File: config.mk
export PLATFORM = sky130hd
export DESIGN_NAME = feg_cell
export DESIGN_NICKNAME = d
export VERILOG_FILES = /design/src/rtl/feg_pkg.sv /design/src/rtl/feg_cell.sv
export SDC_FILE = /design/constraint.sdc
export NUM_CORES = 1
export LEC_CHECK = 0
export ABC_AREA = 1
export BUFFER_PORTS_ARGS = -buffer_cell sky130_fd_sc_hd__buf_2
export CAP_MARGIN = 20
export CORE_MARGIN = 3
export CORE_UTILIZATION = 40
export CTS_BUF_LIST = sky130_fd_sc_hd__clkbuf_4
export DETAILED_ROUTE_END_ITERATION = 10
export PLACE_DENSITY = 0.72
export SYNTH_ARGS = -nofsm -noshare
export SYNTH_HDL_FRONTEND = slang
export SYNTH_SLANG_ARGS = --single-unit
export TNS_END_PERCENT = 100
File: constraint.sdc
create_clock -name clk -period 17.2 [get_ports clk]
set_clock_uncertainty 0.05 [all_clocks]
set_input_delay 1.72 -clock clk [delete_from_list [all_inputs] [get_ports clk]]
set_output_delay 1.72 -clock clk [all_outputs]
set_load 0.05 [all_outputs]
File: src/rtl/feg_pkg.sv
`default_nettype none
// ----------------------------------------------------------------------------
// feg_pkg - shared types and constants of the fire effect generator
// Field widths, register codes, decay constants and the heat palette.
// ----------------------------------------------------------------------------
package feg_pkg;

    // Default size of the heat map
    localparam int MAX_WIDTH_DEF  = 256;
    localparam int MAX_HEIGHT_DEF = 128;

    // Register file
    localparam int CFG_W     = 12;
    localparam int CFG_IDX_W = 2;
    localparam int AW_REG_W  = 9;
    localparam int AH_REG_W  = 8;
    localparam int OFFSET_W  = 12;

    localparam int RESET_ACTIVE_WIDTH  = 256;
    localparam int RESET_ACTIVE_HEIGHT = 128;
    localparam int WIDTH_MIN           = 2;
    localparam int HEIGHT_MIN          = 1;

    typedef enum logic [CFG_IDX_W-1:0] {
        REG_ACTIVE_WIDTH  = 2'd0,
        REG_ACTIVE_HEIGHT = 2'd1,
        REG_X_OFFSET      = 2'd2,
        REG_Y_OFFSET      = 2'd3
    } cfg_reg_t;

    // Payload widths
    localparam int ROLL_W  = 4;
    localparam int COORD_W = 13;
    localparam int HEAT_W  = 8;
    localparam int SUM_W   = 10;

    // Fire rules
    localparam logic [ROLL_W-1:0] IGNITE_ROLL = 4'd9;
    localparam logic [HEAT_W-1:0] DECAY_FLOOR = 8'd28;
    localparam logic [HEAT_W-1:0] FULL_HEAT   = 8'd255;

    // Divide by three as multiply by 683/2048, exact for sums up to 765
    localparam int DIV3_PROD_W = 20;
    localparam int DIV3_MUL    = 683;
    localparam int DIV3_SHIFT  = 11;

    // Per-cell control flags
    typedef struct packed {
        logic bottom;   // bottom row: ignite from the spark roll
        logic left;     // column 0
        logic right;    // last column in use
        logic last;     // top row, last column: frame ends here
    } cell_ctl_t;

    typedef struct packed {
        logic [HEAT_W-1:0] red;
        logic [HEAT_W-1:0] green;
        logic [HEAT_W-1:0] blue;
    } rgb_t;

    // Palette ramp: black-blue, blue-red, red-yellow, yellow-white
    function automatic rgb_t palette(input logic [HEAT_W-1:0] h);
        logic [4:0] i;
        rgb_t       c;
        i       = h[4:0];
        c.red   = 8'd255;
        c.green = 8'd255;
        c.blue  = 8'd0;
        case (h[7:5])
            3'd0:
            begin
                c.red   = 8'd0;
                c.green = 8'd0;
                c.blue  = {2'b00, i, 1'b0};
            end
            3'd1:
            begin
                c.red   = {i, 3'b000};
                c.green = 8'd0;
                c.blue  = 8'd64 - {2'b00, i, 1'b0};
            end
            3'd2:
            begin
                c.green = {i, 3'b000};
            end
            3'd3:
            begin
                c.blue = {1'b0, i, 2'b00};
            end
            3'd4:
            begin
                c.blue = 8'd64 + {1'b0, i, 2'b00};
            end
            3'd5:
            begin
                c.blue = 8'd128 + {1'b0, i, 2'b00};
            end
            3'd6:
            begin
                c.blue = 8'd192 + {3'b000, i};
            end
            default:
            begin
                c.blue = 8'd224 + {3'b000, i};
            end
        endcase
        return c;
    endfunction

endpackage
`default_nettype wire

File: src/rtl/feg_cell.sv
`default_nettype none
// ----------------------------------------------------------------------------
// feg_cell - heat update and result stage
// Averages and decays the neighborhood, or ignites a bottom cell from its roll, colors it and holds the result.
// ----------------------------------------------------------------------------
module feg_cell
    import feg_pkg::*;
#(
    parameter int ADDR_W = 15
) (
    input  wire logic                clk,
    input  wire logic                rst_n,
    input  wire logic                take,
    input  wire cell_ctl_t           ctl,
    input  wire logic [ROLL_W-1:0]   roll,
    input  wire logic [ADDR_W-1:0]  addr_own,
    input  wire logic [COORD_W-1:0]  sx,
    input  wire logic [COORD_W-1:0]  sy,
    input  wire logic [HEAT_W-1:0]   old_own,
    input  wire logic [HEAT_W-1:0]   below_l,
    input  wire logic [HEAT_W-1:0]   below_c,
    input  wire logic [HEAT_W-1:0]   below_r,
    input  wire logic                out_stall,
    output logic                     free,
    output logic                     wr_en,
    output logic      [ADDR_W-1:0]   wr_addr,
    output logic      [HEAT_W-1:0]   wr_data,
    output logic                     out_valid,
    output logic      [COORD_W-1:0]  out_x,
    output logic      [COORD_W-1:0]  out_y,
    output logic      [HEAT_W-1:0]   out_heat,
    output logic      [HEAT_W-1:0]   out_red,
    output logic      [HEAT_W-1:0]   out_green,
    output logic      [HEAT_W-1:0]   out_blue,
    output logic                     out_last
);

    // Update stage (heat map reads land here)
    logic              s1_valid_reg;
    logic              s1_valid_next;
    cell_ctl_t         s1_ctl_reg;
    logic [ROLL_W-1:0] s1_roll_reg;
    logic [ADDR_W-1:0] s1_addr_reg;
    logic [COORD_W-1:0] s1_x_reg;
    logic [COORD_W-1:0] s1_y_reg;

    // Result register
    logic               out_valid_reg;
    logic               out_valid_next;
    logic [COORD_W-1:0] out_x_reg;
    logic [COORD_W-1:0] out_y_reg;
    logic [HEAT_W-1:0]  out_heat_reg;
    rgb_t               out_rgb_reg;
    logic               out_last_reg;

    logic                   adv;
    logic [SUM_W-1:0]       sum;
    logic [DIV3_PROD_W-1:0] prod3;
    logic [HEAT_W-1:0]      avg;
    logic [HEAT_W-1:0]      heat;

    always_comb
    begin
        adv            = s1_valid_reg && (!out_valid_reg || !out_stall);
        s1_valid_next  = take || (s1_valid_reg && !adv);
        out_valid_next = adv || (out_valid_reg && out_stall);
    end

    // Neighborhood average and decay, or ignition on the bottom row
    always_comb
    begin
        sum = SUM_W'(old_own) + SUM_W'(below_c);
        if (s1_ctl_reg.left)
        begin
            sum = sum + SUM_W'(below_r);
        end
        else if (s1_ctl_reg.right)
        begin
            sum = sum + SUM_W'(below_l);
        end
        else
        begin
            sum = sum + SUM_W'(below_l) + SUM_W'(below_r);
        end
        prod3 = DIV3_PROD_W'(sum) * DIV3_PROD_W'(DIV3_MUL);
        if (s1_ctl_reg.left || s1_ctl_reg.right)
        begin
            avg = HEAT_W'(prod3 >> DIV3_SHIFT);
        end
        else
        begin
            avg = sum[SUM_W-1:2];
        end
        if (s1_ctl_reg.bottom)
        begin
            heat = (s1_roll_reg >= IGNITE_ROLL) ? FULL_HEAT : '0;
        end
        else
        begin
            heat = (avg > DECAY_FLOOR) ? (avg - HEAT_W'(1)) : '0;
        end
    end

    always_ff @(posedge clk or negedge rst_n)
    begin
        if (!rst_n)
        begin
            s1_valid_reg  <= 1'b0;
            out_valid_reg <= 1'b0;
        end
        else
        begin
            s1_valid_reg  <= s1_valid_next;
            out_valid_reg <= out_valid_next;
        end
    end

    always_ff @(posedge clk)
    begin
        if (take)
        begin
            s1_ctl_reg  <= ctl;
            s1_roll_reg <= roll;
            s1_addr_reg <= addr_own;
            s1_x_reg    <= sx;
            s1_y_reg    <= sy;
        end
        if (adv)
        begin
            out_x_reg    <= s1_x_reg;
            out_y_reg    <= s1_y_reg;
            out_heat_reg <= heat;
            out_rgb_reg  <= palette(heat);
            out_last_reg <= s1_ctl_reg.last;
        end
    end

    assign free      = !s1_valid_reg || adv;
    assign wr_en     = adv;
    assign wr_addr   = s1_addr_reg;
    assign wr_data   = heat;
    assign out_valid = out_valid_reg;
    assign out_x     = out_x_reg;
    assign out_y     = out_y_reg;
    assign out_heat  = out_heat_reg;
    assign out_red   = out_rgb_reg.red;
    assign out_green = out_rgb_reg.green;
    assign out_blue  = out_rgb_reg.blue;
    assign out_last  = out_last_reg;

`ifndef SYNTHESIS
    a_decay_below_full: assert property (@(posedge clk) disable iff (!rst_n)
        adv && !s1_ctl_reg.bottom |-> (heat != FULL_HEAT))
        else $error("decayed cell reached full heat");

    a_single_border: assert property (@(posedge clk) disable iff (!rst_n)
        s1_valid_reg |-> !(s1_ctl_reg.left && s1_ctl_reg.right))
        else $error("cell marked as both left and right border");
`endif

endmodule
`default_nettype wire

==> reports/qor.log, run 1 <==
INFO  run_status     run_status=complete, no violations
INFO  cts            postCtsHoldBufs=0
INFO  sta            achievable-frequency=84.96MHz
INFO  flow_run       cap_viol_max_count=0
INFO  synth          yosys_warnings=0
INFO  global_route   number_of_antenna_violations_at_the_first_check_in_global_routing=0
INFO  finish         area_growth=16.85%
INFO  sta            report.final.hold_viol_count=0
INFO  synth          yosysMostFrequentCell=sky130_fd_sc_hd__nand2_1
INFO  finish         drive_above_1_share=25.34%
INFO  synth          synthesis.area_per_instance=9.757um2
INFO  sta            period_share=68.43%
INFO  floorplan      die_y=143.4um
INFO  cts            post_cts_resized=0
INFO  synth          flop_and_latch_count_out_of_synthesis=106
INFO  setup_path     crit_path_end_kind=output pin
INFO  setup_path     rr_worst_depth=37
INFO  cts            clock_sink_count=106
INFO  route          route.final.wire_length=16,890um
INFO  synth          synth_edf_count=104
INFO  finish         largest_register_ffs=15
INFO  setup_path     critical_path.startpoint_type=input pin
INFO  cts            post-cts-setup-buffer-count=0
INFO  setup_path     cp_num_cells=51
INFO  setup_path     critical_path.max_fanout=6
INFO  route          drc=0
INFO  finish         final-instance-count-excl-fill=1,184
INFO  floorplan      floorplan.initialDensity=41.34%
INFO  sta            timing.final.max_slew_violations=0
INFO  finish         antenna-diode-count=0
INFO  cts            clkLatencyLatePin=460ps
INFO  global_route   vias_in_the_first_global_route=5,749
INFO  cts            cts.path.max_buffers=2
INFO  route          detail_route.vias_per_cell=4.968
INFO  synth          synth-main-ff-cell=sky130_fd_sc_hd__edfxtp_1
INFO  cts            clk_pin_slew=190ps
INFO  placed_design  post-dp-hpwl=14,170um
INFO  finish         finalNetCount=1,152
INFO  cts            tritoncts.num_buffers=9
INFO  setup_path     crit_path_top_delay_cell=sky130_fd_sc_hd__fa_1
INFO  global_route   groute.usage.overall=16.01%
INFO  synth          synthTopCellsByArea=sky130_fd_sc_hd__edfxtp_1, sky130_fd_sc_hd__ha_1, sky130_fd_sc_hd__nand2_1, sky130_fd_sc_hd__fa_1, sky130_fd_sc_hd__inv_1
INFO  hold_path      holdPathStages=0
INFO  setup_path     dominant_cell_type_by_count_on_the_critical_path=sky130_fd_sc_hd__nand2_1
INFO  sta            fin_worst_hold_slack=370.5ps
INFO  route          drt-wirelength-per-cell=14.27um
INFO  global_route   wire_length_of_the_first_global_routing_pass=26,580um
INFO  placed_design  place.detailed.instances=1,168
INFO  route          final_antenna_net_count=0
INFO  route          detailroute.via_count=5,882
INFO  setup_path     cpPeakStageDelay=570ps
INFO  sta            max_slew.worst_pin.slew=823.0ps
INFO  floorplan      floorplan.die.width=143.4um
INFO  synth          synth.net_count=976
INFO  synth          yosys_top_cell_area_share=41.35%
INFO  floorplan      ioPinCount=170
INFO  synth          yosys_cell_types=48
INFO  synth          syn-cell-area=7552um2
INFO  sta            fin_ws=5430ps
INFO  synth          synth_commonest_cells=sky130_fd_sc_hd__nand2_1, sky130_fd_sc_hd__inv_1, sky130_fd_sc_hd__edfxtp_1, sky130_fd_sc_hd__ha_1, sky130_fd_sc_hd__a21oi_1
INFO  setup_path     critical-path-top-delay-family=adder cells
INFO  route          drtIter0Drc=252
INFO  sta            rsz_0062_raised_after_global_routing=false
INFO  sta            worst_max_slew_margin_expressed_relative_to_the_limit=44.55%
INFO  sta            timing.final.crit_period=11,770ps
INFO  synth          synthesis.instances=774
INFO  synth          synth_area_leader_cell=sky130_fd_sc_hd__edfxtp_1
INFO  global_route   globalRouteOverflowTotal=0
INFO  route          detailedRoute.firstPassIterationCount=5
INFO  synth          async_flop_share=1.887%
INFO  floorplan      placeableCoreArea=18,270um2
INFO  setup_path     worstPathBufferInverterCount=9
INFO  cts            htree_levels=3
INFO  cts            cts-root-buf=sky130_fd_sc_hd__clkbuf_4
INFO  synth          seq_area_frac_synth=42.01%
INFO  placed_design  pre_cts_setup_slack=5426ps
INFO  setup_path     timing.critical_path.required=15,430ps
INFO  sta            setup_violations=0
INFO  hold_path      hp-class=reg -> reg
INFO  placed_design  gpl.final_weighted_congestion=0.9375
INFO  sta            setup_total_negative_slack=0ps
INFO  setup_path     data_arrival_time_at_the_worst_slack_endpoint=10,000ps
INFO  global_route   grt_max_degree=57
INFO  placed_design  place.port_buffers=169
INFO  floorplan      std_cell_rows=49
INFO  cts            cts_tree=done
INFO  setup_path     critPathKind=in -> out
INFO  floorplan      dieArea=20,570um2
[final timing paths]
| check | from | to | slack (ps) |
|---|---|---|---|
| min | s1_y_reg[8] | out_y[8] | 370 |
| min reg2reg | s1_y_reg[8] | out_y[8] | 370 |
| max in group asynchronous | rst_n | s1_valid_reg | 16060 |
| min in group asynchronous | rst_n | out_valid | 950 |
| max | old_own[0] | wr_data[7] | 5430 |
| max reg2reg | s1_ctl_reg[2] | out_blue[5] | 9870 |
[kinds of logic (layout without fill, tap and decap cells)]
group,after synthesis,in the layout,synth area share (%)
flip-flops,106,106,42.01
AO/OA/AOI/OAI,97,97,7.572
AND/OR/NAND/NOR,292,292,18.57
XOR/XNOR,27,27,3.131
adder cells (fa/ha/maj),117,117,21.77
buffers and inverters,135,316,6.941
[worst reg2reg max path: cells and delay by family, from the launching register on]
| kind | cells | cell delay, ps |
|---|---|---|
| adder cells (fa/ha/maj) | 7 | 2590 |
| buffers and inverters | 6 | 800 |
| AND/OR/NAND/NOR | 20 | 2190 |
| flip-flops | 1 | 570 |
| AO/OA/AOI/OAI | 3 | 730 |
| XOR/XNOR | 1 | 160 |
[cell usage in the layout, fill, tap and decap left out, types with 9 or more instances in the layout]
| cell type | n |
|---|---|
| sky130_fd_sc_hd__edfxtp_1 | 104 |
| sky130_fd_sc_hd__buf_2 | 169 |
| sky130_fd_sc_hd__a21oi_1 | 48 |
| sky130_fd_sc_hd__inv_1 | 117 |
| sky130_fd_sc_hd__xnor2_1 | 13 |
| sky130_fd_sc_hd__xor2_1 | 14 |
| sky130_fd_sc_hd__fa_1 | 24 |
| sky130_fd_sc_hd__nor2_1 | 29 |
| sky130_fd_sc_hd__nor2_4 | 10 |
| sky130_fd_sc_hd__nand3_1 | 47 |
| sky130_fd_sc_hd__o21ai_0 | 17 |
| sky130_fd_sc_hd__nand2_2 | 9 |
| sky130_fd_sc_hd__nand2_1 | 163 |
| sky130_fd_sc_hd__ha_1 | 93 |
| sky130_fd_sc_hd__inv_2 | 9 |
| sky130_fd_sc_hd__clkbuf_4 | 9 |
[area by class of cell]
class | instances | area, um2
well taps | 229 | 286.5
flip-flops and latches | 106 | 3173
clock inverters | 7 | 81.33
repair buffers | 172 | 868.3
clock buffers | 9 | 67.56
multi-input cells | 533 | 3866
fillers | 1720 | 9445
inverters | 128 | 481.7
[metrics by stage]
| stage | cell area (um2) | util, % |
|---|---|---|
| 3_3_place_gp | 8676 | 47.49 |
| 3_5_place_dp | 8676 | 47.49 |
| 6_report | 8825 | 48.30 |
| 4_1_cts | 8825 | 48.30 |
| 5_1_grt | 8825 | 48.30 |
| 2_1_floorplan | 7552 | - |
[routing by layer]
metal	track usage, %	part of all wire, %	up-vias
li1	-	-	2965
met1	19.51	41	2723
met2	28.92	52	167
met3	2.895	4.6	27
met4	4.708	1.8	0
met5	0	0	-
Power of run 1 is left out: the tool's default activity adds up to more than one toggle a clock period on the data nets, which glitch-free logic cannot reach.
==> run 2, diff against run 1 <==
Settings changed: PLACE_DENSITY 0.72 to 0.74.
Clock period 17.2 ns to 10.4 ns, I/O delays scaled along.
==> run 2 against run 1 <==
  * Sequential share of layout area shrank 0.86 points
  * First-iteration DRC count is 20% higher
  * Critical path type unchanged
  * Global-route usage is 0.17 points higher
==> reports/qor.log, run 2 (synthesis results as in run 1) <==
INFO  cts            htree_levels=3 [unchanged]
INFO  finish         antenna-diode-count=0 [unchanged]
INFO  cts            clkLatencyLatePin=470ps [about the same]
INFO  finish         drive_above_1_share=27.82% [+2.5 points]
INFO  finish         final-instance-count-excl-fill=1,196 [+1.0%]
INFO  setup_path     crit_path_top_delay_cell=sky130_fd_sc_hd__fa_1
INFO  sta            setup_violations=0 [unchanged]
INFO  global_route   wire_length_of_the_first_global_routing_pass=26,790um [+0.81%]
INFO  cts            cts-root-buf=sky130_fd_sc_hd__clkbuf_4
INFO  finish         mostFrequentLayoutCells=sky130_fd_sc_hd__buf_2, sky130_fd_sc_hd__nand2_1, sky130_fd_sc_hd__inv_1
INFO  placed_design  pre_cts_setup_slack=24.30ps [-5401 ps]
INFO  route          drt-wirelength-per-cell=14.50um [+1.7%]
INFO  route          detailedRoute.firstPassIterationCount=6 [+1]
INFO  placed_design  place.port_buffers=169 [unchanged]
INFO  sta            achievable-frequency=100.8MHz
INFO  route          detail_route.vias_per_cell=4.969 [about the same]
INFO  setup_path     critPathKind=in -> out
INFO  floorplan      ioPinCount=170 [unchanged]
INFO  sta            timing.final.crit_period=9918ps
INFO  finish         mostFrequentLayoutCell=sky130_fd_sc_hd__buf_2
INFO  sta            fin_worst_hold_slack=262.5ps [-108.0 ps]
INFO  sta            max_slew.worst_pin.slew=785.5ps [-37.54 ps]
INFO  setup_path     crit_path_end_kind=output pin
INFO  setup_path     timing.critical_path.required=9310ps [-6120 ps]
INFO  sta            fin_ws=481.8ps [-4948 ps]
INFO  run_status     run_status=complete, no violations
INFO  cts            cts.path.max_buffers=2 [unchanged]
INFO  setup_path     critical_path.max_fanout=7 [+1]
INFO  route          final_antenna_net_count=0 [unchanged]
INFO  cts            clk_pin_slew=170ps [-20 ps]
INFO  finish         finalNetCount=1,164 [+1.0%]
INFO  flow_run       cap_viol_max_count=0 [unchanged]
INFO  floorplan      std_cell_rows=49 [unchanged]
INFO  sta            timing.final.max_slew_violations=0 [unchanged]
INFO  route          drc=0 [unchanged]
INFO  floorplan      dieArea=20,570um2 [unchanged]
INFO  setup_path     dominant_cell_type_by_count_on_the_critical_path=sky130_fd_sc_hd__nand2_1
INFO  global_route   globalRouteOverflowTotal=0 [unchanged]
INFO  finish         utilization=49.49% [+1.2 points]
INFO  floorplan      die_y=143.4um [unchanged]
INFO  global_route   number_of_antenna_violations_at_the_first_check_in_global_routing=0 [unchanged]
INFO  floorplan      placeableCoreArea=18,270um2 [unchanged]
INFO  setup_path     data_arrival_time_at_the_worst_slack_endpoint=8830ps [-1170 ps]
INFO  cts            clock_sink_count=106 [unchanged]
INFO  cts            tritoncts.num_buffers=9 [unchanged]
INFO  finish         largest_register_ffs=15 [unchanged]
INFO  placed_design  place.detailed.instances=1,170 [+0.17%]
INFO  setup_path     cpPeakStageDelay=540ps [-30 ps]
INFO  route          route.final.wire_length=17,350um [+2.7%]
INFO  global_route   vias_in_the_first_global_route=5,582 [-2.9%]
INFO  cts            cts_tree=done
INFO  placed_design  gpl.final_weighted_congestion=0.9079 [-3.2%]
INFO  global_route   groute.usage.overall=16.18% [+0.17 points]
INFO  finish         area_growth=19.72%
INFO  sta            period_share=95.37%
INFO  route          drtIter0Drc=302 [+20%]
INFO  sta            report.final.hold_viol_count=0 [unchanged]
INFO  hold_path      hp-class=in -> async
INFO  setup_path     critical_path.startpoint_type=input pin
INFO  floorplan      floorplan.initialDensity=41.34% [unchanged]
INFO  route          detailroute.via_count=5,943 [+1.0%]
INFO  sta            worst_max_slew_margin_expressed_relative_to_the_limit=47.08% [+2.5 points]
INFO  placed_design  post-dp-hpwl=14,140um [-0.15%]
INFO  global_route   grt_max_degree=57 [unchanged]
INFO  floorplan      floorplan.die.width=143.4um [unchanged]
## run 2: path summary, 6_finish.rpt
kind,start,endpoint,slack (ps),cells after the start
setup / recovery,old_own[0],wr_data[3],480,41
hold / removal,rst_n,s1_valid_reg,260,1
setup reg to reg,s1_ctl_reg[2],out_blue[5],3200,37
hold reg to reg,s1_y_reg[8],out_y[8],380,0
max in group asynchronous,rst_n,out_valid,9950,1
min in group clk,s1_y_reg[8],out_y[8],380,0
## run 2: area by class of cell
class                   count  area [um2]
clock buffers               9       67.56
clock inverters             7       60.06
fillers                  1685        9229
inverters                 128       481.7
multi-input cells         533        3965
flip-flops and latches    106        3173
well taps                 229       286.5
repair buffers            184        1007
## run 2: per-stage QoR
| step | instance area [um2] | TNS, ps |
|---|---|---|
| 2_1_floorplan | 7552 | 0 |
| 3_3_place_gp | 8691 | 0 |
| 3_5_place_dp | 8691 | 0 |
| 4_1_cts | 8818 | 0 |
| 5_1_grt | 9041 | -26.93 |
| 6_report | 9041 | 0 |
## run 2: timing repair
item,CTS,global route
setup endpoints to repair,0,8
resized for setup,0,36
hold buffers,0,0
buffers inserted,0,9
## run 2: layer usage
| metal | routed length, um | global-route usage, % | vias up | part of all wire, % |
|---|---|---|---|---|
| met4 | 313 | 3.568 | 0 | 1.8 |
| met2 | 8968 | 29.02 | 170 | 52 |
| met3 | 894 | 3.195 | 27 | 5.2 |
| li1 | - | - | 2983 | - |
| met5 | 0 | 0 | - | 0 |
| met1 | 7169 | 20.23 | 2763 | 41 |
## run 2: worst max-delay path, delay by kind of cell
family	cells	cell delay, ps
buffers and inverters	8	670
AND/OR/NAND/NOR	16	1810
adder cells (fa/ha/maj)	10	3830
AO/OA/AOI/OAI	4	890
XOR/XNOR	3	570
Power of run 2 is left out for the same reason.
