File: src/rtl/feg_pkg.sv
`default_nettype none
// ----------------------------------------------------------------------------
// feg_pkg - shared types and constants of the fire effect generator
// Field widths, register codes, decay constants and the heat palette.
// ----------------------------------------------------------------------------
package feg_pkg;

    // Default size of the heat map
    localparam int MAX_WIDTH_DEF  = 256;
    localparam int MAX_HEIGHT_DEF = 128;

    // Register file
    localparam int CFG_W     = 12;
    localparam int CFG_IDX_W = 2;
    localparam int AW_REG_W  = 9;
    localparam int AH_REG_W  = 8;
    localparam int OFFSET_W  = 12;

    localparam int RESET_ACTIVE_WIDTH  = 256;
    localparam int RESET_ACTIVE_HEIGHT = 128;
    localparam int WIDTH_MIN           = 2;
    localparam int HEIGHT_MIN          = 1;

    typedef enum logic [CFG_IDX_W-1:0] {
        REG_ACTIVE_WIDTH  = 2'd0,
        REG_ACTIVE_HEIGHT = 2'd1,
        REG_X_OFFSET      = 2'd2,
        REG_Y_OFFSET      = 2'd3
    } cfg_reg_t;

    // Payload widths
    localparam int ROLL_W  = 4;
    localparam int COORD_W = 13;
    localparam int HEAT_W  = 8;
    localparam int SUM_W   = 10;

    // Fire rules
    localparam logic [ROLL_W-1:0] IGNITE_ROLL = 4'd9;
    localparam logic [HEAT_W-1:0] DECAY_FLOOR = 8'd28;
    localparam logic [HEAT_W-1:0] FULL_HEAT   = 8'd255;

    // Divide by three as multiply by 683/2048, exact for sums up to 765
    localparam int DIV3_PROD_W = 20;
    localparam int DIV3_MUL    = 683;
    localparam int DIV3_SHIFT  = 11;

    // Per-cell control flags
    typedef struct packed {
        logic bottom;   // bottom row: ignite from the spark roll
        logic left;     // column 0
        logic right;    // last column in use
        logic last;     // top row, last column: frame ends here
    } cell_ctl_t;

    typedef struct packed {
        logic [HEAT_W-1:0] red;
        logic [HEAT_W-1:0] green;
        logic [HEAT_W-1:0] blue;
    } rgb_t;

    // Palette ramp: black-blue, blue-red, red-yellow, yellow-white
    function automatic rgb_t palette(input logic [HEAT_W-1:0] h);
        logic [4:0] i;
        rgb_t       c;
        i       = h[4:0];
        c.red   = 8'd255;
        c.green = 8'd255;
        c.blue  = 8'd0;
        case (h[7:5])
            3'd0:
            begin
                c.red   = 8'd0;
                c.green = 8'd0;
                c.blue  = {2'b00, i, 1'b0};
            end
            3'd1:
            begin
                c.red   = {i, 3'b000};
                c.green = 8'd0;
                c.blue  = 8'd64 - {2'b00, i, 1'b0};
            end
            3'd2:
            begin
                c.green = {i, 3'b000};
            end
            3'd3:
            begin
                c.blue = {1'b0, i, 2'b00};
            end
            3'd4:
            begin
                c.blue = 8'd64 + {1'b0, i, 2'b00};
            end
            3'd5:
            begin
                c.blue = 8'd128 + {1'b0, i, 2'b00};
            end
            3'd6:
            begin
                c.blue = 8'd192 + {3'b000, i};
            end
            default:
            begin
                c.blue = 8'd224 + {3'b000, i};
            end
        endcase
        return c;
    endfunction

endpackage
`default_nettype wire

File: src/rtl/feg_scan.sv
`default_nettype none
// ----------------------------------------------------------------------------
// feg_scan - register file, scan counters and heat map addressing
// Walks the cells bottom row first, runs the clearing pass after reset.
// ----------------------------------------------------------------------------
module feg_scan
    import feg_pkg::*;
#(
    parameter int MAX_WIDTH  = MAX_WIDTH_DEF,
    parameter int MAX_HEIGHT = MAX_HEIGHT_DEF,
    localparam int COL_W      = $clog2(MAX_WIDTH),
    localparam int RAM_DEPTH  = MAX_HEIGHT * (2 ** COL_W),
    localparam int RAM_ADDR_W = $clog2(RAM_DEPTH)
) (
    input  wire logic                  clk,
    input  wire logic                  rst_n,
    input  wire logic                  cfg_we,
    input  wire logic [CFG_IDX_W-1:0]  cfg_index,
    input  wire logic [CFG_W-1:0]      cfg_data,
    input  wire logic                  take,
    output logic                       clearing,
    output logic      [RAM_ADDR_W-1:0] clear_addr,
    output cell_ctl_t                  ctl,
    output logic      [RAM_ADDR_W-1:0] addr_own,
    output logic      [RAM_ADDR_W-1:0] addr_bl,
    output logic      [RAM_ADDR_W-1:0] addr_bc,
    output logic      [RAM_ADDR_W-1:0] addr_br,
    output logic      [COORD_W-1:0]    screen_x,
    output logic      [COORD_W-1:0]    screen_y
);

    localparam int ROW_W  = (MAX_HEIGHT > 1) ? $clog2(MAX_HEIGHT) : 1;
    localparam int WCNT_W = $clog2(MAX_WIDTH + 1);
    localparam int HCNT_W = $clog2(MAX_HEIGHT + 1);

    localparam int WID_RST =
        (RESET_ACTIVE_WIDTH > MAX_WIDTH) ? MAX_WIDTH : RESET_ACTIVE_WIDTH;
    localparam int HGT_RST =
        (RESET_ACTIVE_HEIGHT > MAX_HEIGHT) ? MAX_HEIGHT : RESET_ACTIVE_HEIGHT;

    localparam logic [COL_W-1:0]      COL_ONE   = COL_W'(1);
    localparam logic [ROW_W-1:0]      ROW_ONE   = ROW_W'(1);
    localparam logic [WCNT_W-1:0]     WCNT_ONE  = WCNT_W'(1);
    localparam logic [HCNT_W-1:0]     HCNT_ONE  = HCNT_W'(1);
    localparam logic [RAM_ADDR_W-1:0] CLEAR_END = RAM_ADDR_W'(RAM_DEPTH - 1);

    // Effective (clamped) geometry and offsets
    logic [WCNT_W-1:0]   wid_reg;
    logic [HCNT_W-1:0]   hgt_reg;
    logic [OFFSET_W-1:0] xoff_reg;
    logic [OFFSET_W-1:0] yoff_reg;

    logic [WCNT_W-1:0]   wid_clamp;
    logic [HCNT_W-1:0]   hgt_clamp;
    logic [AW_REG_W-1:0] aw;
    logic [AH_REG_W-1:0] ah;

    // Scan counters
    logic [COL_W-1:0] col_reg;
    logic [COL_W-1:0] col_next;
    logic [ROW_W-1:0] rowc_reg;
    logic [ROW_W-1:0] rowc_next;

    logic                  clearing_reg;
    logic [RAM_ADDR_W-1:0] clear_addr_reg;

    logic              col_wrap;
    logic [COL_W-1:0]  col_cur;
    logic [HCNT_W-1:0] rc1;
    logic [ROW_W-1:0]  rc2;
    logic [ROW_W-1:0]  row_cur;
    logic [ROW_W-1:0]  row_below;
    logic              end_row;
    logic [HCNT_W-1:0] rc_inc;

    // Clamp register writes to the supported geometry
    always_comb
    begin
        aw = cfg_data[AW_REG_W-1:0];
        ah = cfg_data[AH_REG_W-1:0];
        if (int'(aw) < WIDTH_MIN)
        begin
            wid_clamp = WCNT_W'(WIDTH_MIN);
        end
        else if (int'(aw) > MAX_WIDTH)
        begin
            wid_clamp = WCNT_W'(MAX_WIDTH);
        end
        else
        begin
            wid_clamp = WCNT_W'(aw);
        end
        if (int'(ah) < HEIGHT_MIN)
        begin
            hgt_clamp = HCNT_W'(HEIGHT_MIN);
        end
        else if (int'(ah) > MAX_HEIGHT)
        begin
            hgt_clamp = HCNT_W'(MAX_HEIGHT);
        end
        else
        begin
            hgt_clamp = HCNT_W'(ah);
        end
    end

    always_ff @(posedge clk or negedge rst_n)
    begin
        if (!rst_n)
        begin
            wid_reg  <= WCNT_W'(WID_RST);
            hgt_reg  <= HCNT_W'(HGT_RST);
            xoff_reg <= '0;
            yoff_reg <= '0;
        end
        else if (cfg_we)
        begin
            unique case (cfg_reg_t'(cfg_index))
                REG_ACTIVE_WIDTH:  wid_reg  <= wid_clamp;
                REG_ACTIVE_HEIGHT: hgt_reg  <= hgt_clamp;
                REG_X_OFFSET:      xoff_reg <= cfg_data[OFFSET_W-1:0];
                REG_Y_OFFSET:      yoff_reg <= cfg_data[OFFSET_W-1:0];
                default:           xoff_reg <= xoff_reg;
            endcase
        end
    end

    // Resolve the current cell, folding counters that fall outside the area
    always_comb
    begin
        col_wrap  = (WCNT_W'(col_reg) >= wid_reg);
        col_cur   = col_wrap ? '0 : col_reg;
        rc1       = HCNT_W'(rowc_reg) + (col_wrap ? HCNT_ONE : '0);
        rc2       = (rc1 >= hgt_reg) ? '0 : ROW_W'(rc1);
        row_cur   = ROW_W'(hgt_reg - HCNT_ONE - HCNT_W'(rc2));
        row_below = row_cur + ROW_ONE;

        end_row   = ((WCNT_W'(col_cur) + WCNT_ONE) >= wid_reg);
        rc_inc    = HCNT_W'(rc2) + HCNT_ONE;
        col_next  = end_row ? '0 : (col_cur + COL_ONE);
        if (end_row)
        begin
            rowc_next = (rc_inc >= hgt_reg) ? '0 : ROW_W'(rc_inc);
        end
        else
        begin
            rowc_next = rc2;
        end

        ctl.bottom = (rc2 == '0);
        ctl.left   = (col_cur == '0);
        ctl.right  = (WCNT_W'(col_cur) == (wid_reg - WCNT_ONE));
        ctl.last   = (row_cur == '0) && ctl.right;

        addr_own = RAM_ADDR_W'({row_cur, col_cur});
        addr_bl  = RAM_ADDR_W'({row_below, col_cur - COL_ONE});
        addr_bc  = RAM_ADDR_W'({row_below, col_cur});
        addr_br  = RAM_ADDR_W'({row_below, col_cur + COL_ONE});

        screen_x = COORD_W'(xoff_reg) + COORD_W'(col_cur);
        screen_y = COORD_W'(yoff_reg) + COORD_W'(row_cur);
    end

    always_ff @(posedge clk or negedge rst_n)
    begin
        if (!rst_n)
        begin
            col_reg  <= '0;
            rowc_reg <= '0;
        end
        else if (take)
        begin
            col_reg  <= col_next;
            rowc_reg <= rowc_next;
        end
    end

    // Clearing pass: zero every heat cell once after reset
    always_ff @(posedge clk or negedge rst_n)
    begin
        if (!rst_n)
        begin
            clearing_reg   <= 1'b1;
            clear_addr_reg <= '0;
        end
        else if (clearing_reg)
        begin
            clear_addr_reg <= clear_addr_reg + RAM_ADDR_W'(1);
            if (clear_addr_reg == CLEAR_END)
            begin
                clearing_reg <= 1'b0;
            end
        end
    end

    assign clearing   = clearing_reg;
    assign clear_addr = clear_addr_reg;

`ifndef SYNTHESIS
    a_frame_restart: assert property (@(posedge clk) disable iff (!rst_n)
        take && ctl.last |=> (col_reg == '0) && (rowc_reg == '0))
        else $error("scan did not restart at the bottom row after the last cell");

    a_width_range: assert property (@(posedge clk) disable iff (!rst_n)
        (int'(wid_reg) >= WIDTH_MIN) && (int'(wid_reg) <= MAX_WIDTH)
        && (int'(hgt_reg) >= HEIGHT_MIN) && (int'(hgt_reg) <= MAX_HEIGHT))
        else $error("effective geometry outside its clamp range");
`endif

endmodule
`default_nettype wire

File: config.mk
export PLATFORM = sky130hd
export DESIGN_NAME = feg_scan
export DESIGN_NICKNAME = d
export VERILOG_FILES = /design/src/rtl/feg_pkg.sv /design/src/rtl/feg_scan.sv
export SDC_FILE = /design/constraint.sdc
export NUM_CORES = 1
export LEC_CHECK = 0
export BUFFER_PORTS_ARGS = -buffer_cell sky130_fd_sc_hd__buf_2
export CAP_MARGIN = 20
export CORE_ASPECT_RATIO = 0.75
export CORE_MARGIN = 2
export CORE_UTILIZATION = 56
export DETAILED_ROUTE_END_ITERATION = 12
export PLACE_DENSITY = 0.93
export SYNTH_ARGS = -nofsm -noshare
export SYNTH_HDL_FRONTEND = slang
export SYNTH_SLANG_ARGS = --single-unit
File: constraint.sdc
create_clock -name clk -period 10.8 [get_ports clk]
set_input_delay 2.16 -clock clk [delete_from_list [all_inputs] [get_ports clk]]
set_output_delay 2.16 -clock clk [all_outputs]
set_load 0.01 [all_outputs]
==> results.json, run 1 <==
{
  "cts_resized": 0,
  "min_to": "clear_addr[11]$_DFFE_PN0P_",
  "drt_pass1_iterations": 5,
  "globalplace.congestion": 0.967,
  "ios": 124,
  "regToRegEndpoint": "rowc_reg[5]$_DFFE_PN0P_",
  "antenna_found_initial": 0,
  "fmax_mhz": 106,
  "setup_violations": 0,
  "synth_edf_count": 0,
  "drt_first_iter_violations": 515,
  "hold_class": "reg2reg",
  "cts_sinks": 72,
  "finalHoldViolations": 0,
  "power.density_mw_per_mm2": 389,
  "netlist_instances": 669,
  "drc": 0,
  "fin_cells": 905,
  "cts.path.max_buffers": 2,
  "synth.most_common_cell": "dfrtp_1",
  "cp_data_required_time_ns": 8.64,
  "ant_nets": 0,
  "p_seq_share_pct": 14.5,
  "detailed_place_hpwl_um": 11800,
  "syn_area_per_cell_um2": 8.92,
  "timing.rr.start": "wid_reg[2]$_DFFE_PN0P_",
  "grt_pass1_wl_um": 26300,
  "p_int_mw": 1.34,
  "io_buffers": 123,
  "async_flop_share_pct": 100,
  "holdPathStages": 1,
  "p_comb_share_pct": 72.4,
  "crit_top_cell": "ha_1",
  "synth_common_cells": "69 x dfrtp_1, 66 x ha_1, 57 x xnor2_1",
  "cts_setup_buffers": 0,
  "insertion_delay_ns": 0.34,
  "ctsHtreeMaxLevel": 3,
  "rsz0062_at_grt": "no",
  "path_max_fanout": 15,
  "layout_setup_ws_ns": 1.33,
  "row_count": 32,
  "pre_cts_slack_ns": 1.85,
  "min_period_over_period_pct": 87.6,
  "syn2layout_area_growth_pct": 15.1,
  "ys.warnings.count": 0,
  "grt_max_degree": 73,
  "outcome": "finished, final reports clean",
  "tns_ns": 0,
  "switching_share_pct": 49.8,
  "holdBufCountCts": 0,
  "synthesis.nets": 756,
  "power.leakage_nw": 3.43,
  "synth_top_area_share_pct": 28.9,
  "grt_overflow_total": 0,
  "post-route-min-period_ns": 9.47,
  "die-area_mm2": 0.0115,
  "synth_top_flop_cell": "dfrtp_1",
  "path_class": "reg2out",
  "largest_reg_flops": 15,
  "switchingPower_mw": 1.33,
  "synth-seq-cells": 72,
  "core-area_mm2": 0.0103,
  "nNetsFinal": 851,
  "vias_per_cell": 5.90,
  "ir_drop_mv": 0.551,
  "cp_data_arrival_time_ns": 7.31,
  "die_y_um": 93.4,
  "grt_pass1_vias": 5028,
  "synth.area.top_cells": "dfrtp_1 29%, ha_1 14%, xnor2_1 8.4%",
  "clkSlewWorstSetupHoldPaths_ns": 0.06,
  "ys_seq_area_share_pct": 30.3,
  "start_util_pct": 57.7,
  "p_clk_share_pct": 13.1,
  "skew_ns": 0.00521,
  "grt.total_usage_pct": 29.3,
  "wl_per_cell_um": 17.5,
  "slew_violations": 0,
  "slowest_delay_ns": 0.50,
  "die_x_um": 123,
  "max_cap_viol_count": 0,
  "wirelength_um": 15900,
  "cts_tree": "yes",
  "yosysTopAreaCell": "dfrtp_1",
  "vias": 5336,
  "min-delay-start": "clear_addr[11]$_DFFE_PN0P_",
  "dp_cells": 889,
  "start_kind": "flop",
  "numCtsBuffers": 9,
  "antennaDiodeCount": 0,
  "rr_worst_depth": 30,
  "worstMarginPinSlew_ns": 0.956,
  "max_slew_margin_pct": 36.2,
  "drive_gt1_share_pct": 23.3,
  "mappedNetlistArea_mm2": 0.00596,
  "synth.distinct_cells": 69,
  "rrSetupSlack_ns": 3.98,
  "worstSetupEndpointType": "primary output",
  "root_buffer": "clkbuf_16",
  "slowest_stage": "dfrtp_1"
}
## power groups by stage
stage               clock, mW  combinational [mW]  sequential, mW
floorplan                   0                1.46           0.356
global placement            0                1.87           0.386
detailed placement          0                1.90           0.388
CTS                     0.350                1.93           0.384
global route            0.363                2.14           0.394
finish                  0.349                1.93           0.386
## metrics by stage
step                      power (mW)  utilization (%)  area (µm²)  hold slack (ns)
final                           2.67             66.5        6870            0.498
after detailed placement        2.29             63.1        6520            0.493
after global placement          2.25             63.1        6520            0.475
after CTS                       2.66             66.5        6870            0.501
after floorplan                 1.81                -        5960            0.454
after global routing            2.89             66.5        6870            0.524
## worst max-delay path by stage
stage / start / endpoint / slack, ns / depth (start not counted)
finish: wid_reg[2]$_DFFE_PN0P_ / screen_y[11] / 1.33 / 34
global route: wid_reg[4]$_DFFE_PN0P_ / screen_y[9] / 0.82 / 34
CTS: wid_reg[2]$_DFFE_PN0P_ / screen_y[11] / 1.44 / 34
detailed placement: wid_reg[2]$_DFFE_PN0P_ / screen_y[11] / 1.85 / 34
global placement: wid_reg[4]$_DFFE_PN0P_ / screen_y[11] / 2.05 / 32
floorplan: wid_reg[4]$_DFFE_PN0P_ / screen_y[9] / 2.23 / 35
## area by class of cell
| cell class | count | area, µm² |
|---|---|---|
| Inverter | 50 | 188 |
| Tap cell | 136 | 170 |
| Clock buffer | 10 | 229 |
| Clock inverter | 6 | 116 |
| Multi-Input combinational cell | 506 | 3730 |
| Fill cell | 804 | 3460 |
| Sequential cell | 72 | 1810 |
| Timing Repair Buffer | 125 | 631 |
## routing by layer
layer | GRT usage (%) | wire length [µm] | vias up
li1 | - | - | 2521
met1 | 42.1 | 7340 | 2583
met2 | 45.2 | 7180 | 209
met3 | 6.22 | 1150 | 23
met4 | 6.44 | 190 | 0
met5 | 0 | 0 | -
## worst max-delay path, delay by kind of cell (launching register included)
kind	cells	cell delay [ns]
compound gates	7	1.17
flops	1	0.50
buf+inv	6	0.96
xor+xnor	3	0.81
simple gates	11	1.53
fa+ha+maj	7	2.00
## logic make-up after synthesis
logic type	share of synthesized area, %
AO/OA/AOI/OAI	14.0
XOR/XNOR	10.7
adder cells (fa/ha/maj)	14.9
buffers and inverters	7.24
flip-flops	30.3
multiplexers	4.51
AND/OR/NAND/NOR	18.4
## placed cells by master, fill, tap and decap left out, drive strengths merged, types with 3 or more instances in the layout
master  count
a31oi       5
nor3       13
dfrtp      69
nand2      51
a211oi      3
buf       125
nor4        3
nand2b     10
nand3b      3
nor2b       7
a21oi      28
or2         3
clkbuf     10
nand4      10
o211ai      4
xor2       14
a22o        5
nor2       45
and4        4
and2        4
dfstp       3
mux2       23
bufinv      3
a21o        9
and3       18
xnor2      58
fa          3
ha         66
o21a        6
nand3      31
nor3b       3
a21boi      4
inv        51
o21ai      41
No activity file was read; power rests on OpenSTA's default activity.
==> run 2: changes to the inputs <==
--- a/config.mk
+++ b/config.mk
@@ -9,9 +9,10 @@
 export CAP_MARGIN = 20
 export CORE_ASPECT_RATIO = 0.75
 export CORE_MARGIN = 2
-export CORE_UTILIZATION = 56
+export CORE_UTILIZATION = 41
 export DETAILED_ROUTE_END_ITERATION = 12
-export PLACE_DENSITY = 0.93
+export PLACE_DENSITY = 0.75
+export SLEW_MARGIN = 20
 export SYNTH_ARGS = -nofsm -noshare
 export SYNTH_HDL_FRONTEND = slang
 export SYNTH_SLANG_ARGS = --single-unit
==> run 2 against run 1 <==
Compared with the run above:
- die area rose by 35%
- critical path depth shrank 3
- sequential cell count stayed put
- clock skew up 0.0025 ns
- sequential share of layout area fell by 0.13 points
- worst setup slack worse by 0.17 ns
- via count decreased by 3.5%
- final area increased by 0.49%
- non-clock buffer count stayed put
- first-iteration DRC count fell by 29%
- largest cell class unchanged
- largest power group unchanged
==> results.json, run 2 (synthesis results as in run 1) <==
{
  "crit_family": "adder cells",
  "post-route-min-period_ns": 9.63,
  "start_kind": "flop",
  "final_common_cell": "buf_2",
  "wl_per_cell_um": 15.5,
  "ios": 124,
  "holdPathStages": 1,
  "die-area_mm2": 0.0155,
  "fillers": 1368,
  "grt_pass1_wl_um": 24400,
  "critical_path_depth": 31,
  "setup_violations": 0,
  "drc": 0,
  "slowest_delay_ns": 0.54,
  "drt_pass1_iterations": 6,
  "skew_ns": 0.00773,
  "grt_pass1_vias": 4619,
  "detailed_place_hpwl_um": 11600,
  "cts_resized": 0,
  "root_buffer": "clkbuf_16",
  "rr_worst_depth": 29,
  "path_class": "reg2out",
  "drive_gt1_share_pct": 23.4,
  "finalHoldViolations": 0,
  "finalPower_mw": 2.59,
  "met1_usage_pct": 30.4,
  "timing.rr.start": "col_reg[6]$_DFFE_PN0P_",
  "outcome": "finished, final reports clean",
  "row_count": 38,
  "grt.total_usage_pct": 20.0,
  "numCtsBuffers": 9,
  "power.density_mw_per_mm2": 375,
  "min-delay-start": "clear_addr[14]$_DFFE_PN0P_",
  "die_x_um": 143,
  "slowest_stage": "dfrtp_1",
  "globalplace.congestion": 0.983,
  "worstMarginPinSlew_ns": 0.952,
  "largest_reg_flops": 15,
  "vias": 5151,
  "max_slew_margin_pct": 36.5,
  "cp_num_buf_inv": 4,
  "clkSlewWorstSetupHoldPaths_ns": 0.07,
  "regToRegEndpoint": "rowc_reg[1]$_DFFE_PN0P_",
  "vias_per_cell": 5.32,
  "ant_nets": 0,
  "max_cap_viol_count": 0,
  "gr-usage-met3_pct": 4.74,
  "cp_data_arrival_time_ns": 7.47,
  "syn2layout_area_growth_pct": 15.7,
  "grt_busiest_layer": "met1",
  "holdBufCountCts": 0,
  "die_y_um": 108,
  "worstSetupEndpointType": "primary output",
  "antenna_found_initial": 0,
  "cts.path.max_buffers": 2,
  "cts_sinks": 72,
  "ctsHtreeMaxLevel": 3,
  "drt_first_iter_violations": 367,
  "start_util_pct": 41.5,
  "fmax_mhz": 104,
  "min_to": "clear_addr[14]$_DFFE_PN0P_",
  "antennaDiodeCount": 0,
  "layout_common_cells": "123 x buf_2, 69 x dfrtp_1, 66 x ha_1",
  "nNetsFinal": 851,
  "path_max_fanout": 15,
  "rsz0062_at_grt": "no",
  "wirelength_um": 15000,
  "tns_ns": 0,
  "power.leakage_nw": 3.41,
  "hold_class": "reg2reg",
  "cts_tree": "yes",
  "grt_overflow_total": 0,
  "cts_setup_buffers": 0,
  "rrSetupSlack_ns": 4.14,
  "slew_violations": 0,
  "min_period_over_period_pct": 89.2,
  "io_buffers": 123,
  "ir_drop_mv": 0.258,
  "core-area_mm2": 0.0144,
  "grt_max_degree": 73,
  "gr-usage-met2_pct": 27.9,
  "cp_data_required_time_ns": 8.64,
  "crit_top_cell": "ha_1",
  "insertion_delay_ns": 0.35
}
-- run 2: cell types whose count changed in the layout (fill, tap and decap cells not counted) --
cell	before	now
bufinv_16	3	0
inv_6	1	3
inv_8	0	2
clkbuf_1	1	0
clkinv_4	2	1
clkinv_8	0	1
-- run 2: layout make-up --
class,instances,area (µm²),share of cell area [%]
multi-input cells,506,3730,54.0
flip-flops and latches,72,1810,26.2
well taps,200,250,3.63
repair buffers,125,631,9.14
clock buffers,9,225,3.26
inverters,50,188,2.72
clock inverters,7,73.8,1.07
-- run 2: power breakdown --
| part | internal [mW] | switching, mW |
|---|---|---|
| Combinational | 0.787 | 1.11 |
| Sequential | 0.319 | 0.0656 |
| Clock | 0.164 | 0.138 |
-- run 2: metal layers --
metal / share of wire (%) / wire length [µm] / vias up
met5: 0 / 0 / -
met4: 1.7 / 253 / 0
met3: 7.3 / 1100 / 21
met2: 42 / 6260 / 184
met1: 49 / 7430 / 2432
li1: - / - / 2514
-- run 2: worst max-delay path by stage --
stage                            from           to  slack, ns
4_1_cts        wid_reg[4]$_DFFE_PN0P_  screen_y[9]       1.24
5_1_grt        wid_reg[2]$_DFFE_PN0P_  screen_y[9]       0.47
3_3_place_gp   wid_reg[4]$_DFFE_PN0P_  screen_y[9]       1.82
3_5_place_dp   wid_reg[2]$_DFFE_PN0P_  screen_y[9]       1.67
2_1_floorplan  wid_reg[4]$_DFFE_PN0P_  screen_y[9]       2.23
6_report       col_reg[6]$_DFFE_PN0P_  screen_y[9]       1.17
-- run 2: stage by stage --
stage               cells  hold slack [ns]  worst slack [ns]  util, %  area (µm²)
floorplan             669            0.454              2.23        -        5960
global placement      953            0.485              1.82     46.0        6600
detailed placement    953            0.478              1.67     46.0        6600
CTS                   969            0.494              1.24     48.1        6900
global route          969            0.512             0.471     48.1        6900
finish                969            0.488              1.17     48.1        6900
==> run 3: changes to the inputs <==
==> constraint.sdc (replaced) <==
create_clock -name clk -period 10.8 [get_ports clk]
set_input_delay 2.16 -clock clk [delete_from_list [all_inputs] [get_ports clk]]
set_output_delay 2.16 -clock clk [all_outputs]
set_load 0.005 [all_outputs]
==> run 3 against run 2 <==
Compared with the run above:
- critical path depth rose by 1
- clock power rose by 4%
- sequential cell count did not move
- critical path type unchanged
- sequential share of layout area fell by 0.057 points
- largest cell class unchanged
- via count rose by 0.16%
- worst setup slack improved by 0.064 ns
- combinational power fell by 9%
- largest power group unchanged
- power fell by 5.8%
- register-to-register slack improved by 0.02 ns
- hold slack improved by 0.012 ns
==> results.json, run 3 (synthesis results as in run 1) <==
{
  "cts_tree": "yes",
  "crit_family": "adder cells",
  "syn2layout_area_growth_pct": 15.9,
  "power.density_mw_per_mm2": 352,
  "finalHoldViolations": 0,
  "insertion_delay_ns": 0.34,
  "cts_sinks": 72,
  "die_x_um": 143,
  "largest_reg_flops": 15,
  "core-area_mm2": 0.0144,
  "globalplace.congestion": 0.983,
  "ir_drop_mv": 0.201,
  "worstSetupEndpointType": "primary output",
  "max_cap_viol_count": 0,
  "min_period_over_period_pct": 88.6,
  "numCtsBuffers": 9,
  "grt_pass1_wl_um": 25100,
  "p_int_mw": 1.29,
  "grt_pass1_vias": 4806,
  "vias": 5159,
  "fmax_mhz": 104,
  "switchingPower_mw": 1.14,
  "cp_data_arrival_time_ns": 7.41,
  "drt_pass1_iterations": 5,
  "grt_overflow_total": 0,
  "drt_first_iter_violations": 299,
  "regToRegEndpoint": "rowc_reg[5]$_DFFE_PN0P_",
  "vias_per_cell": 5.32,
  "path_max_fanout": 15,
  "cts.path.max_buffers": 2,
  "rrSetupSlack_ns": 4.16,
  "cp_num_buf_inv": 5,
  "drc": 0,
  "crit_top_cell": "ha_1",
  "multiInputGateArea_mm2": 0.00373,
  "slew_violations": 0,
  "critical_path_depth": 32,
  "ant_nets": 0,
  "detailed_place_hpwl_um": 11800,
  "timing.rr.start": "wid_reg[4]$_DFFE_PN0P_",
  "cts_resized": 0,
  "grt_max_degree": 73,
  "start_kind": "flop",
  "switching_share_pct": 46.9,
  "pre_cts_slack_ns": 1.74,
  "final_common_cell": "buf_2",
  "worstMarginPinSlew_ns": 0.942,
  "power.leakage_nw": 3.42,
  "skew_ns": 0.00757,
  "ctsHtreeMaxLevel": 3,
  "tns_ns": 0,
  "post-route-min-period_ns": 9.57,
  "finish.utilization_pct": 48.2,
  "die_y_um": 108,
  "cts_setup_buffers": 0,
  "wirelength_um": 15400,
  "nNetsFinal": 851,
  "root_buffer": "clkbuf_16",
  "grt.total_usage_pct": 20.5,
  "ios": 124,
  "start_util_pct": 41.5,
  "die-area_mm2": 0.0155,
  "row_count": 38,
  "wl_per_cell_um": 15.9,
  "max_slew_margin_pct": 37.2,
  "io_buffers": 123,
  "regArea_mm2": 0.00181,
  "holdBufCountCts": 0,
  "path_class": "reg2out",
  "p_comb_share_pct": 71.2,
  "setup_violations": 0,
  "clkSlewWorstSetupHoldPaths_ns": 0.06,
  "rsz0062_at_grt": "no",
  "cp_data_required_time_ns": 8.64,
  "drive_gt1_share_pct": 23.4,
  "fillers": 1394,
  "p_seq_share_pct": 15.9,
  "p_clk_share_pct": 12.9,
  "cp-startpoint": "wid_reg[4]$_DFFE_PN0P_",
  "antenna_found_initial": 0,
  "layout_setup_ws_ns": 1.23,
  "slowest_delay_ns": 0.49,
  "rr_worst_depth": 30,
  "antennaDiodeCount": 0,
  "outcome": "finished, final reports clean",
  "layout_common_cells": "123 x buf_2, 69 x dfrtp_1, 66 x ha_1",
  "crit_end": "screen_y[11]",
  "hold_class": "reg2reg",
  "slowest_stage": "dfrtp_1"
}
[run 3: final cells by class]
type,count,area share (%)
Clock buffer,11,3.65
Tap cell,200,3.62
Timing Repair Buffer,125,9.12
Inverter,50,2.71
Multi-Input combinational cell,506,53.9
Clock inverter,5,0.887
Sequential cell,72,26.1
[run 3: power by group through the flow]
stage	Sequential, mW	Clock [mW]	Combinational (mW)
global route	0.394	0.333	1.96
floorplan	0.356	0	1.28
finish	0.387	0.313	1.73
detailed placement	0.389	0	1.73
global placement	0.387	0	1.71
CTS	0.384	0.321	1.74
[run 3: how the worst min path moves through the flow]
stage | slack (ns) | start | cells past startpoint | to
after floorplan | 0.45 | xoff_reg[0]$_DFFE_PN0P_ | 2 | xoff_reg[0]$_DFFE_PN0P_
after global placement | 0.48 | clear_addr[11]$_DFFE_PN0P_ | 1 | clear_addr[11]$_DFFE_PN0P_
after detailed placement | 0.49 | clear_addr[14]$_DFFE_PN0P_ | 1 | clear_addr[14]$_DFFE_PN0P_
after CTS | 0.50 | clear_addr[14]$_DFFE_PN0P_ | 1 | clear_addr[14]$_DFFE_PN0P_
after global routing | 0.52 | clear_addr[14]$_DFFE_PN0P_ | 1 | clear_addr[14]$_DFFE_PN0P_
final | 0.50 | clear_addr[14]$_DFFE_PN0P_ | 1 | clear_addr[14]$_DFFE_PN0P_
[run 3: stage by stage]
stage | power, mW | std cells | hold slack, ns | area [µm²]
after floorplan | 1.64 | 669 | 0.454 | 5960
after global placement | 2.10 | 953 | 0.484 | 6600
after detailed placement | 2.12 | 953 | 0.491 | 6600
after CTS | 2.45 | 969 | 0.505 | 6920
after global routing | 2.69 | 969 | 0.525 | 6920
final | 2.43 | 969 | 0.500 | 6920
[run 3: per-layer routing]
metal  wire (µm)  track usage, %  up-vias  share of wire, %
li1            -               -     2514                 -
met1        7520            30.6     2454                49
met2        6520            29.4      173                42
met3        1160            5.14       18               7.5
met4         189            5.74        0               1.2
met5           0               0        -                 0
